==> config.mk <==
export PLATFORM = sky130hd
export DESIGN_NAME = memory_bus_self_test_top_flat
export DESIGN_NICKNAME = d
export VERILOG_FILES = /design/src/sv/mbst_pkg.sv /design/src/sv/mbst_chan_if.sv /design/src/sv/mbst_step.sv /design/src/sv/mbst_emit.sv /design/src/sv/memory_bus_self_test_top.sv /design/src/flat_wrapper.sv
export SDC_FILE = /design/constraint.sdc
export NUM_CORES = 1
export LEC_CHECK = 0
export BUFFER_PORTS_ARGS = -buffer_cell sky130_fd_sc_hd__buf_2
export CAP_MARGIN = 20
export CORE_AREA = 2 2 39 41
export DETAILED_ROUTE_END_ITERATION = 10
export DIE_AREA = 0 0 41 43
export PLACE_DENSITY = 0.61
export SETUP_SLACK_MARGIN = 0.3
export SKIP_LAST_GASP = 1
export SYNTH_ARGS = -nofsm -noshare
export SYNTH_HDL_FRONTEND = slang
export SYNTH_SLANG_ARGS = --single-unit
==> constraint.sdc <==
create_clock -name clk -period 2.4 [get_ports clk]
set_clock_uncertainty 0.2 [all_clocks]
set_input_delay 0.12 -clock clk [delete_from_list [all_inputs] [get_ports clk]]
set_output_delay 0.12 -clock clk [all_outputs]
set_load 0.01 [all_outputs]
==> src/sv/mbst_pkg.sv <==
`default_nettype none
// ----------------------------------------------------------------------------
// mbst_pkg
// Types and constants shared by the memory bus self-test sequencer.
// ----------------------------------------------------------------------------
package mbst_pkg;

  localparam int DATA_BITS = 8;

  localparam logic [1:0] CMD_DATA      = 2'd0;
  localparam logic [1:0] CMD_ADDR      = 2'd1;
  localparam logic [1:0] CMD_RANGE     = 2'd2;
  localparam logic [1:0] CMD_READ_DATA = 2'd3;

  localparam logic [7:0]  PAT            = 8'h55;
  localparam logic [7:0]  ANTIPAT        = 8'hAA;
  localparam logic [3:0]  ADDR_LINES_RST = 4'd11;
  localparam logic [15:0] WALK_END       = 16'(1 << DATA_BITS);

  typedef enum logic [1:0] {
    KIND_WRITE  = 2'd0,
    KIND_READ   = 2'd1,
    KIND_REPORT = 2'd2
  } kind_t;

  typedef struct packed {
    logic [1:0]  command;
    logic [15:0] segment_in;
    logic [15:0] offset_in;
    logic [15:0] range_end;
    logic [7:0]  read_data;
  } in_item_t;

  typedef struct packed {
    kind_t       kind;
    logic [15:0] mem_segment;
    logic [15:0] mem_offset;
    logic [7:0]  mem_data;
    logic [15:0] fail_mask;
    logic        passed;
    logic        last;
  } out_item_t;

  // One burst of results: report first, walking writes, write, read, report last.
  typedef struct packed {
    logic [15:0] seg;
    logic        rep_first;
    logic        rep_last;
    logic [15:0] rep_off;
    logic [15:0] rep_mask;
    logic        rep_pass;
    logic [3:0]  walk_n;
    logic        has_wr;
    logic [15:0] wr_off;
    logic [7:0]  wr_data;
    logic        has_rd;
    logic [15:0] rd_off;
  } desc_t;

endpackage
`default_nettype wire

==> src/sv/mbst_chan_if.sv <==
`default_nettype none
// ----------------------------------------------------------------------------
// mbst_chan_if
// Valid/ready channel carrying one transaction payload.
// ----------------------------------------------------------------------------
interface mbst_chan_if #(parameter type payload_t = logic);
  logic     valid;
  logic     ready;
  payload_t data;

  modport source (output valid, output data, input ready);
  modport sink (input valid, input data, output ready);
endinterface
`default_nettype wire

==> src/sv/mbst_step.sv <==
`default_nettype none
// ----------------------------------------------------------------------------
// mbst_step
// Test state and per-transaction decisions; produces one burst descriptor.
// ----------------------------------------------------------------------------
module mbst_step import mbst_pkg::*; (
  input  wire logic       clk,
  input  wire logic       rst,
  input  wire logic       cfg_we,
  input  wire logic [3:0] cfg_wdata,
  mbst_chan_if.sink       cmd,
  input  wire logic       desc_ready,
  output logic            desc_valid,
  output desc_t           desc
);

  logic [3:0]  address_lines;
  logic [1:0]  test_mode, test_mode_next;
  logic        active, active_next;
  logic [15:0] test_segment, test_segment_next;
  logic [15:0] test_base, test_base_next;
  logic [15:0] walk_bit, walk_bit_next;
  logic [15:0] fail_bits, fail_bits_next;
  logic [15:0] range_stop, range_stop_next;
  logic [15:0] range_addr, range_addr_next;

  in_item_t    item;
  logic        accept;
  logic [15:0] limit;
  logic [15:0] walk_shift;
  logic [15:0] fail_v;
  logic [15:0] addr_inc;

  assign item       = cmd.data;
  assign cmd.ready  = desc_ready;
  assign accept     = cmd.valid && cmd.ready;
  assign limit      = 16'h0001 << address_lines;
  assign walk_shift = {walk_bit[14:0], 1'b0};
  assign addr_inc   = range_addr + 16'd1;

  always_comb begin
    test_mode_next    = test_mode;
    active_next       = active;
    test_segment_next = test_segment;
    test_base_next    = test_base;
    walk_bit_next     = walk_bit;
    fail_bits_next    = fail_bits;
    range_stop_next   = range_stop;
    range_addr_next   = range_addr;
    fail_v            = fail_bits;
    desc              = '0;
    desc.seg          = test_segment;
    if (item.command != CMD_READ_DATA) begin
      test_mode_next    = item.command;
      test_segment_next = item.segment_in;
      test_base_next    = item.offset_in;
      fail_bits_next    = '0;
      active_next       = 1'b1;
      desc.seg          = item.segment_in;
      unique case (item.command)
        CMD_DATA: begin
          walk_bit_next = 16'd1;
          desc.has_wr   = 1'b1;
          desc.wr_off   = item.offset_in;
          desc.wr_data  = 8'h01;
          desc.has_rd   = 1'b1;
          desc.rd_off   = item.offset_in;
        end
        CMD_ADDR: begin
          walk_bit_next = 16'd1;
          desc.walk_n   = address_lines;
          desc.has_wr   = 1'b1;
          desc.wr_off   = item.offset_in;
          desc.wr_data  = ANTIPAT;
          if (address_lines != 4'd0) begin
            desc.has_rd = 1'b1;
            desc.rd_off = item.offset_in + 16'd1;
          end else begin
            active_next   = 1'b0;
            desc.rep_last = 1'b1;
            desc.rep_off  = item.offset_in;
            desc.rep_pass = 1'b1;
          end
        end
        default: begin
          range_addr_next = item.offset_in;
          range_stop_next = item.range_end;
          if (item.offset_in < item.range_end) begin
            desc.has_wr  = 1'b1;
            desc.wr_off  = item.offset_in;
            desc.wr_data = PAT;
            desc.has_rd  = 1'b1;
            desc.rd_off  = item.offset_in;
          end else begin
            active_next = 1'b0;
          end
        end
      endcase
    end else if (active) begin
      case (test_mode)
        CMD_DATA: begin
          fail_v         = (item.read_data != walk_bit[7:0]) ? (fail_bits | walk_bit)
                                                             : fail_bits;
          fail_bits_next = fail_v;
          walk_bit_next  = walk_shift;
          if (walk_shift == 16'd0 || walk_shift >= WALK_END) begin
            active_next   = 1'b0;
            desc.rep_last = 1'b1;
            desc.rep_off  = test_base;
            desc.rep_mask = fail_v;
            desc.rep_pass = (fail_v == 16'd0);
          end else begin
            desc.has_wr  = 1'b1;
            desc.wr_off  = test_base;
            desc.wr_data = walk_shift[7:0];
            desc.has_rd  = 1'b1;
            desc.rd_off  = test_base;
          end
        end
        CMD_ADDR: begin
          fail_v         = (item.read_data != PAT) ? (fail_bits | walk_bit) : fail_bits;
          fail_bits_next = fail_v;
          walk_bit_next  = walk_shift;
          if (walk_shift == 16'd0 || walk_shift >= limit) begin
            active_next   = 1'b0;
            desc.rep_last = 1'b1;
            desc.rep_off  = test_base;
            desc.rep_mask = fail_v;
            desc.rep_pass = (fail_v == 16'd0);
          end else begin
            desc.has_rd = 1'b1;
            desc.rd_off = test_base + walk_shift;
          end
        end
        CMD_RANGE: begin
          desc.rep_first  = 1'b1;
          desc.rep_off    = range_addr;
          desc.rep_pass   = (item.read_data == PAT);
          range_addr_next = addr_inc;
          if (addr_inc < range_stop && addr_inc != 16'd0) begin
            desc.has_wr  = 1'b1;
            desc.wr_off  = addr_inc;
            desc.wr_data = PAT;
            desc.has_rd  = 1'b1;
            desc.rd_off  = addr_inc;
          end else begin
            active_next = 1'b0;
          end
        end
        default: begin
          active_next = 1'b0;
        end
      endcase
    end
    desc_valid = accept && (desc.rep_first || desc.rep_last || desc.has_wr ||
                            desc.has_rd || desc.walk_n != 4'd0);
  end

  always_ff @(posedge clk) begin
    if (rst) begin
      address_lines <= ADDR_LINES_RST;
      test_mode     <= '0;
      active        <= 1'b0;
      test_segment  <= '0;
      test_base     <= '0;
      walk_bit      <= '0;
      fail_bits     <= '0;
      range_stop    <= '0;
      range_addr    <= '0;
    end else begin
      if (cfg_we) begin
        address_lines <= cfg_wdata;
      end
      if (accept) begin
        test_mode    <= test_mode_next;
        active       <= active_next;
        test_segment <= test_segment_next;
        test_base    <= test_base_next;
        walk_bit     <= walk_bit_next;
        fail_bits    <= fail_bits_next;
        range_stop   <= range_stop_next;
        range_addr   <= range_addr_next;
      end
    end
  end

endmodule
`default_nettype wire

==> src/sv/mbst_emit.sv <==
`default_nettype none
// ----------------------------------------------------------------------------
// mbst_emit
// Holds one burst descriptor and plays it out, one result per cycle while
// the receiver is not stalling, into the output register.
// ----------------------------------------------------------------------------
module mbst_emit import mbst_pkg::*; (
  input  wire logic  clk,
  input  wire logic  rst,
  input  wire logic  desc_valid,
  input  wire desc_t desc,
  output logic       desc_ready,
  mbst_chan_if.source result
);

  typedef enum logic [2:0] {
    SEL_REP_FIRST,
    SEL_WALK,
    SEL_WR,
    SEL_RD,
    SEL_REP_LAST
  } sel_t;

  desc_t       cur;
  logic        rep_first_p;
  logic        wr_p;
  logic        rd_p;
  logic        rep_last_p;
  logic [3:0]  walk_left;
  logic [3:0]  walk_idx;
  logic        out_valid;
  out_item_t   out_item;

  sel_t        sel;
  logic        pend_any;
  logic        last_item;
  logic        advance;
  logic        load;
  logic [4:0]  pend_cnt;
  out_item_t   nxt;

  assign pend_any  = rep_first_p || wr_p || rd_p || rep_last_p || (walk_left != 4'd0);
  assign pend_cnt  = 5'(walk_left) + 5'(rep_first_p) + 5'(wr_p) + 5'(rd_p) + 5'(rep_last_p);
  assign last_item = (pend_cnt == 5'd1);
  assign advance   = pend_any && (!out_valid || result.ready);
  assign desc_ready = !pend_any || (advance && last_item);
  assign load      = desc_valid && desc_ready;

  assign result.valid = out_valid;
  assign result.data  = out_item;

  always_comb begin
    if (rep_first_p) begin
      sel = SEL_REP_FIRST;
    end else if (walk_left != 4'd0) begin
      sel = SEL_WALK;
    end else if (wr_p) begin
      sel = SEL_WR;
    end else if (rd_p) begin
      sel = SEL_RD;
    end else begin
      sel = SEL_REP_LAST;
    end
  end

  always_comb begin
    nxt             = '0;
    nxt.mem_segment = cur.seg;
    nxt.last        = last_item;
    unique case (sel)
      SEL_REP_FIRST, SEL_REP_LAST: begin
        nxt.kind       = KIND_REPORT;
        nxt.mem_offset = cur.rep_off;
        nxt.fail_mask  = cur.rep_mask;
        nxt.passed     = cur.rep_pass;
      end
      SEL_WALK: begin
        nxt.kind       = KIND_WRITE;
        nxt.mem_offset = cur.wr_off + (16'h0001 << walk_idx);
        nxt.mem_data   = PAT;
      end
      SEL_WR: begin
        nxt.kind       = KIND_WRITE;
        nxt.mem_offset = cur.wr_off;
        nxt.mem_data   = cur.wr_data;
      end
      SEL_RD: begin
        nxt.kind       = KIND_READ;
        nxt.mem_offset = cur.rd_off;
      end
      default: begin
        nxt.kind = KIND_REPORT;
      end
    endcase
  end

  always_ff @(posedge clk) begin
    if (rst) begin
      rep_first_p <= 1'b0;
      wr_p        <= 1'b0;
      rd_p        <= 1'b0;
      rep_last_p  <= 1'b0;
      walk_left   <= '0;
      walk_idx    <= '0;
      out_valid   <= 1'b0;
    end else begin
      if (advance) begin
        out_valid <= 1'b1;
      end else if (result.ready) begin
        out_valid <= 1'b0;
      end
      if (load) begin
        rep_first_p <= desc.rep_first;
        wr_p        <= desc.has_wr;
        rd_p        <= desc.has_rd;
        rep_last_p  <= desc.rep_last;
        walk_left   <= desc.walk_n;
        walk_idx    <= '0;
      end else if (advance) begin
        unique case (sel)
          SEL_REP_FIRST: rep_first_p <= 1'b0;
          SEL_WALK: begin
            walk_left <= walk_left - 4'd1;
            walk_idx  <= walk_idx + 4'd1;
          end
          SEL_WR:        wr_p       <= 1'b0;
          SEL_RD:        rd_p       <= 1'b0;
          SEL_REP_LAST:  rep_last_p <= 1'b0;
          default:       rep_last_p <= 1'b0;
        endcase
      end
    end
  end

  always_ff @(posedge clk) begin
    if (load) begin
      cur <= desc;
    end
    if (advance) begin
      out_item <= nxt;
    end
  end

  a_report_once: assert property (@(posedge clk) disable iff (rst)
    !(rep_first_p && rep_last_p))
    else $error("both report slots pending");

  a_walk_range: assert property (@(posedge clk) disable iff (rst)
    (5'(walk_idx) + 5'(walk_left)) <= 5'd15)
    else $error("walking write index overrun");

  a_load_nonempty: assert property (@(posedge clk) disable iff (rst)
    load |=> pend_any)
    else $error("empty burst loaded");

  a_drain: assert property (@(posedge clk) disable iff (rst)
    (advance && last_item && !desc_valid) |=> !pend_any)
    else $error("burst not drained after last result");

endmodule
`default_nettype wire

==> src/sv/memory_bus_self_test_top.sv <==
`default_nettype none
// ----------------------------------------------------------------------------
// memory_bus_self_test_top
// Memory bus self-test sequencer: data, address and range verify tests.
//
// cmd carries one transaction per start command or per returned read byte.
// result carries memory write/read requests and test reports; the final
// result caused by one cmd transaction has last set. cfg_we/cfg_wdata write
// the number of address lines probed by the address test (reset 11).
// A cmd transaction is decided in the cycle it is accepted and its burst is
// registered at that edge; the first result then moves from the burst
// register into the output register. Results leave at one per cycle while
// the receiver is not stalling; the burst register and output register let
// the next cmd transaction be accepted in the cycle the previous burst's
// last result is loaded. Transactions that cause no result load no burst.
// A stalled receiver holds the output register and, once the burst is
// queued, holds cmd.ready low. Reset returns the test to idle, clears all
// pending results and restores address_lines to 11.
// ----------------------------------------------------------------------------
module memory_bus_self_test_top import mbst_pkg::*; (
  input  wire logic       clk,
  input  wire logic       rst,
  input  wire logic       cfg_we,
  input  wire logic [3:0] cfg_wdata,
  mbst_chan_if.sink       cmd,
  mbst_chan_if.source     result
);

  logic  desc_valid;
  logic  desc_ready;
  desc_t desc;

  mbst_step u_step (
    .clk        (clk),
    .rst        (rst),
    .cfg_we     (cfg_we),
    .cfg_wdata  (cfg_wdata),
    .cmd        (cmd),
    .desc_ready (desc_ready),
    .desc_valid (desc_valid),
    .desc       (desc)
  );

  mbst_emit u_emit (
    .clk        (clk),
    .rst        (rst),
    .desc_valid (desc_valid),
    .desc       (desc),
    .desc_ready (desc_ready),
    .result     (result)
  );

endmodule
`default_nettype wire
==> src/flat_wrapper.sv <==
// flat-port wrapper written by rule: the top's interface ports become plain ports
module memory_bus_self_test_top_flat import mbst_pkg::*;
  (clk, rst, cfg_we, cfg_wdata, cmd_valid, cmd_data, cmd_ready, result_valid, result_data, result_ready);
  mbst_chan_if cmd_i ();
  mbst_chan_if result_i ();
  input  wire logic clk;
  input  wire logic rst;
  input  wire logic cfg_we;
  input  wire logic [3:0] cfg_wdata;
  input wire logic [$bits(cmd_i.valid)-1:0] cmd_valid;
  input wire logic [$bits(cmd_i.data)-1:0] cmd_data;
  output wire logic [$bits(cmd_i.ready)-1:0] cmd_ready;
  output wire logic [$bits(result_i.valid)-1:0] result_valid;
  output wire logic [$bits(result_i.data)-1:0] result_data;
  input wire logic [$bits(result_i.ready)-1:0] result_ready;
  assign cmd_i.valid = cmd_valid;
  assign cmd_i.data = cmd_data;
  assign cmd_ready = cmd_i.ready;
  assign result_valid = result_i.valid;
  assign result_data = result_i.data;
  assign result_i.ready = result_ready;
  memory_bus_self_test_top u_core (.clk(clk), .rst(rst), .cfg_we(cfg_we), .cfg_wdata(cfg_wdata), .cmd(cmd_i), .result(result_i));
endmodule
---- Word level (Yosys, flattened, before mapping) ----
Cells that the tools add are included.
storage, ports and cells
  flip-flop bits (word level) ............. 8
  latch bits .............................. 0
  bits in writable memories ............... 0
  ROM bits ................................ 0
  logic and storage cells ................. 42
  memories ................................ 0
cells by class
  add/subtract/negate cells ............... 3
  multiply operators ...................... 0
  divide/modulo/power cells ............... 0
  $lt $le $gt $ge ......................... 0
  eq/ne operators ......................... 4
  shift operators ......................... 0
  muxes and demuxes ....................... 11
  bitwise gates (word level) .............. 0
  reduce and logical (&&, ||, !) cells .... 19
operators by type and width
  kind                                                                 count
  3-bit 2-to-1 mux                                                     3
  1-bit 2-to-1 mux                                                     8
  2-bit nonzero test                                                   4
  3-bit by 2-bit == test with 1-bit output (second input constant)     2
  2-bit AND reduction                                                  3
  4-bit by 1-bit adder with 5-bit output                               1
  5-bit by 1-bit adder with 5-bit output                               1
  5-bit by 1-bit == test with 1-bit output (second input constant)     1
  1-bit logical AND                                                    4
  1-bit logical OR                                                     4
  4-bit nonzero test                                                   1
  4-bit by 1-bit subtractor with 4-bit output (second input constant)  1
  3-bit by 1-bit == test with 1-bit output (second input constant)     1
  1-bit zero test                                                      2
  2-bit OR reduction                                                   1

---- Longest topological paths before layout ----
  word-level depth ........................ 9
  depth in mapped cells ................... 6
  depth with buffers taken out ............ 6

---- By module ----
Synthesis repeated with hierarchy kept, for this count alone.
unflattened totals
  cell total of the unflattened synthesis .. 179
  area total of the unflattened synthesis .. 1482.7 µm²
by module, submodules not included
  module     times used  cells each  area an instance (µm²)  seq. area each (µm²)
  mbst_step  1           101         749.5                   0.0
  mbst_emit  1           78          733.2                   210.2

---- Worst setup path after synthesis ----
OpenSTA, ideal clock, no wires.
  path kind ............................... register to output
  start ................................... register u_core.u_emit.wr_p
  end ..................................... output port cmd_ready
  arrival ................................. 1697 ps
  data required time ...................... 2080 ps
  setup slack ............................. 383 ps
  cell stages (with the launch flop) ...... 7
  path through ............................ dfxtp_1 > fa_1 > ha_1 > or2_2 > o21ai_0 > and2_1 > a21o_1
on the way
  longest elaborated chain between the ends .. 5
RTL lines
  element                                   RTL line            RTL
  from (decl)                               mbst_emit.sv:26     logic wr_p;
  from (signal assigned)                    mbst_emit.sv:114    wr_p <= desc.has_wr;
  4-bit by 1-bit adder with 5-bit output    mbst_emit.sv:43     assign pend_cnt = 5'(walk_left) + 5'(rep_first_p) + 5'(wr_p) + 5'(rd_p) + 5'(rep_last_p);
  5-bit by 1-bit adder with 5-bit output    mbst_emit.sv:43
  5-bit by 1-bit == test with 1-bit output  mbst_emit.sv:44     assign last_item = (pend_cnt == 5'd1);
  via u_core.u_emit.last_item               mbst_emit.sv:36     logic last_item;
  1-bit logical AND                         mbst_emit.sv:46     assign desc_ready = !pend_any || (advance && last_item);
  1-bit logical OR                          mbst_emit.sv:46
  to (decl)                                 flat_wrapper.sv:12  output wire logic [$bits(cmd_i.ready)-1:0] cmd_ready;
The timed path passes the listed nets, and every way through them passes these cells.

---- Worst setup path in the final report ----
Ends and elaborated chain as after synthesis.

==> out/summary.txt <==
post-route cell area = 632 um2
RSZ-0062 raised after global routing = yes
core footprint = 1380 um2
status = completed
sequential share of power = 23.6%
clock tree from TritonCTS = yes
DRC Markers = 0
maximum vdd drop = 0.699 mV
Final GP Congestion = 0.783
Max-Cap Viols = 0
CP max stage cell = fa_2
DR vias = 416
vias per cell = 5.07
Critical Path Stages = 7
Hold WC Path Type = input port to flip-flop
r2r setup slk = 0.44 ns
period utilisation layout = 88.9%
CTS root buf = clkbuf_4
Mapped Area = 477 um2
Clock power frac = 9.6%
antenna-violating nets left = 0
R2R Path End = u_core.u_emit.walk_left[3]
Buf+Inv Stages, Crit Path = 1
Seq/Total Area, Yosys = 35.7%
switching pwr = 0.495 mW
Register Area = 175 um2
total wire length = 953 um
I/O pins = 13
EDFF count, synth = 1
Inst Count DP = 74
Final Non-Filler Cells = 82
Sw Ratio = 41.2%
crit path kind = flip-flop to output pin
Final setup viols = 0
GRT Total Usage = 14.5%
RR Startpoint = u_core.u_emit.wr_p
clock buffer depth = 2
clk slew on worst S/H paths = 0.06 ns
wire length per cell = 11.6 um
die span in x = 41 um
setup slack after layout = 0.266 ns
Syn. warnings = 0
row cnt = 14
Setup WS pre-CTS = 0.240 ns
end point of the critical path = cmd_ready
Slew @ Worst Pin = 0.325 ns
initial antenna violation count = 0
number of distinct library cells after synthesis = 25
H-tree lvl count = 1
Cells after Synth = 51
CP startpoint = u_core.u_emit.wr_p
Starting Density = 34.4%
combinational power share = 66.8%
startpoint type of the worst setup path = flip-flop
layout cells sized above 1 = 40.9%
clock latency at the later pin of the worst-skew pair = 0.27 ns
Hold Fails Final Rpt = 0
top_reg_cell synth = dfxtp_1
delay of the slowest critical-path stage = 0.41 ns
Die H = 43 um
hold path depth = 3
placed inst area = 534 um2
CP Cell Sequence = fa_2 -> ha_4 -> or2_4 -> o21ai_2 -> and2_4 -> a21o_1 -> buf_2
grt total ovfl = 0
DP HPWL = 705 um
Mapped Nets = 65
Die Footprint = 1760 um2
DR pass1 iterations = 2
leakage power = 0.268 nW
number of synthesized register bits = 8
Fillers = 141
Syn-to-layout area delta = 32.5%
CTS Buf Count = 3
setup TNS = 0 ns
Worst Reg2Reg Path Length in Cells = 6
crit path DAT = 1.81 ns
Crit. End Element = output pin
multi-input logic area = 333 um2
Post-Syn Area per Cell = 9.35 um2
Critical Path RT = 2.08 ns
PwrDens = 1900 nW/um2
Async S/R FF share, synth = 0%
Final min period = 2.13 ns
cell family contributing the most delay on the critical path = adder cells
PortBufs = 6
Slew Viols, Final = 0
Iteration-0 DRC Markers = 2
layout net count = 81
relative max-transition margin = 78.3%
most frequent cells in the layout = a21oi_1, buf_2, dfxtp_1, nand2_1, buf_4
Internal = 0.706 mW
Clock Sinks = 8
ant diodes = 0
first-pass GRT wire length = 1640 um
largest net degree at the start of global routing = 8
maximum clock rate = 469 MHz
vias in the first global route = 396
crit-path max FO = 2
[stage by stage]
stage | util (%) | hold slack, ns | total power [mW]
detailed placement | 38.6 | 0.185 | 0.973
global placement | 38.6 | 0.183 | 0.968
global route | 45.7 | 0.0664 | 1.31
floorplan | - | -0.0109 | 0.810
CTS | 45.1 | 0.0288 | 1.19
finish | 45.7 | 0.0293 | 1.20
[worst register-to-register path, delay by kind of cell, from the launching register on]
| family | cells | cell delay, ns |
|---|---|---|
| and+or+nand+nor | 3 | 0.43 |
| DFF | 1 | 0.32 |
| adders and majority gates | 2 | 0.69 |
| AOI/OAI and AO/OA | 1 | 0.24 |
[worst min-delay path by stage]
stage,from,to,slack (ns)
detailed placement,rst,u_core.u_emit.rd_p,0.19
floorplan,rst,u_core.u_emit.rd_p,-0.01
finish,result_ready,u_core.u_emit.result.data,0.03
global route,result_ready,u_core.u_emit.result.data,0.07
global placement,rst,u_core.u_emit.rd_p,0.18
CTS,result_ready,u_core.u_emit.result.data,0.03
[synth_stat cells, drive strengths merged, types with 2 or more instances]
cell | n | area share, %
nand2 | 4 | 3.1
nor3 | 4 | 4.2
a21o | 2 | 3.4
nor2 | 3 | 2.4
and2 | 2 | 2.6
nor4b | 2 | 6.8
o21ai | 2 | 2.1
nor3b | 3 | 4.7
inv | 2 | 1.6
ha | 3 | 7.9
a21oi | 7 | 8.1
dfxtp | 7 | 29
[layout make-up]
cell class                      instances  area share, %
Clock buffer                            4           4.16
Inverter                                2           1.19
Multi-Input combinational cell         41           52.7
Sequential cell                         8           27.7
Tap cell                               16           3.17
Timing Repair Buffer                   11           11.1
[routing by layer]
metal,up-vias,global-route usage [%],share of wire (%)
li1,212,-,-
met1,192,16.9,44
met2,7,20.3,47
met3,5,3.14,3.0
met4,0,14.0,5.2
met5,-,0,0
[kinds of logic after synthesis]
family / Yosys count / synth area share [%]
xor gates and xnor gates: 1 / 1.84
adders and majority gates: 4 / 12.1
AOI/OAI and AO/OA: 11 / 13.6
and+or+nand+nor: 24 / 33.1
DFF: 8 / 35.7
muxes: 1 / 2.10
buffers and inverters: 2 / 1.58
[flip-flops by register name, summed over array words and instances, names as in the netlist]
| signal | cells |
|---|---|
| u_core.u_emit.result.valid | 1 |
| u_core.u_emit.result.data | 1 |
| u_core.u_emit.walk_left | 4 |
| u_core.u_emit.rd_p | 1 |
| u_core.u_emit.wr_p | 1 |
[power groups by stage]
stage | combinational [mW] | clock [mW] | sequential (mW)
2_1_floorplan | 0.524 | 0 | 0.287
3_3_place_gp | 0.688 | 0 | 0.280
3_5_place_dp | 0.691 | 0 | 0.281
4_1_cts | 0.793 | 0.119 | 0.283
5_1_grt | 0.887 | 0.127 | 0.298
6_report | 0.802 | 0.115 | 0.284
[repair_timing]
item | CTS | global route
buffers inserted | 2 | 1
hold endpoints to repair | 7 | 0
pin swaps | 4 | 2
hold buffers | 1 | 0
gates resized for setup | 12 | 0
setup endpoints to repair | 1 | 1
Power figures use the tool's default switching activity.
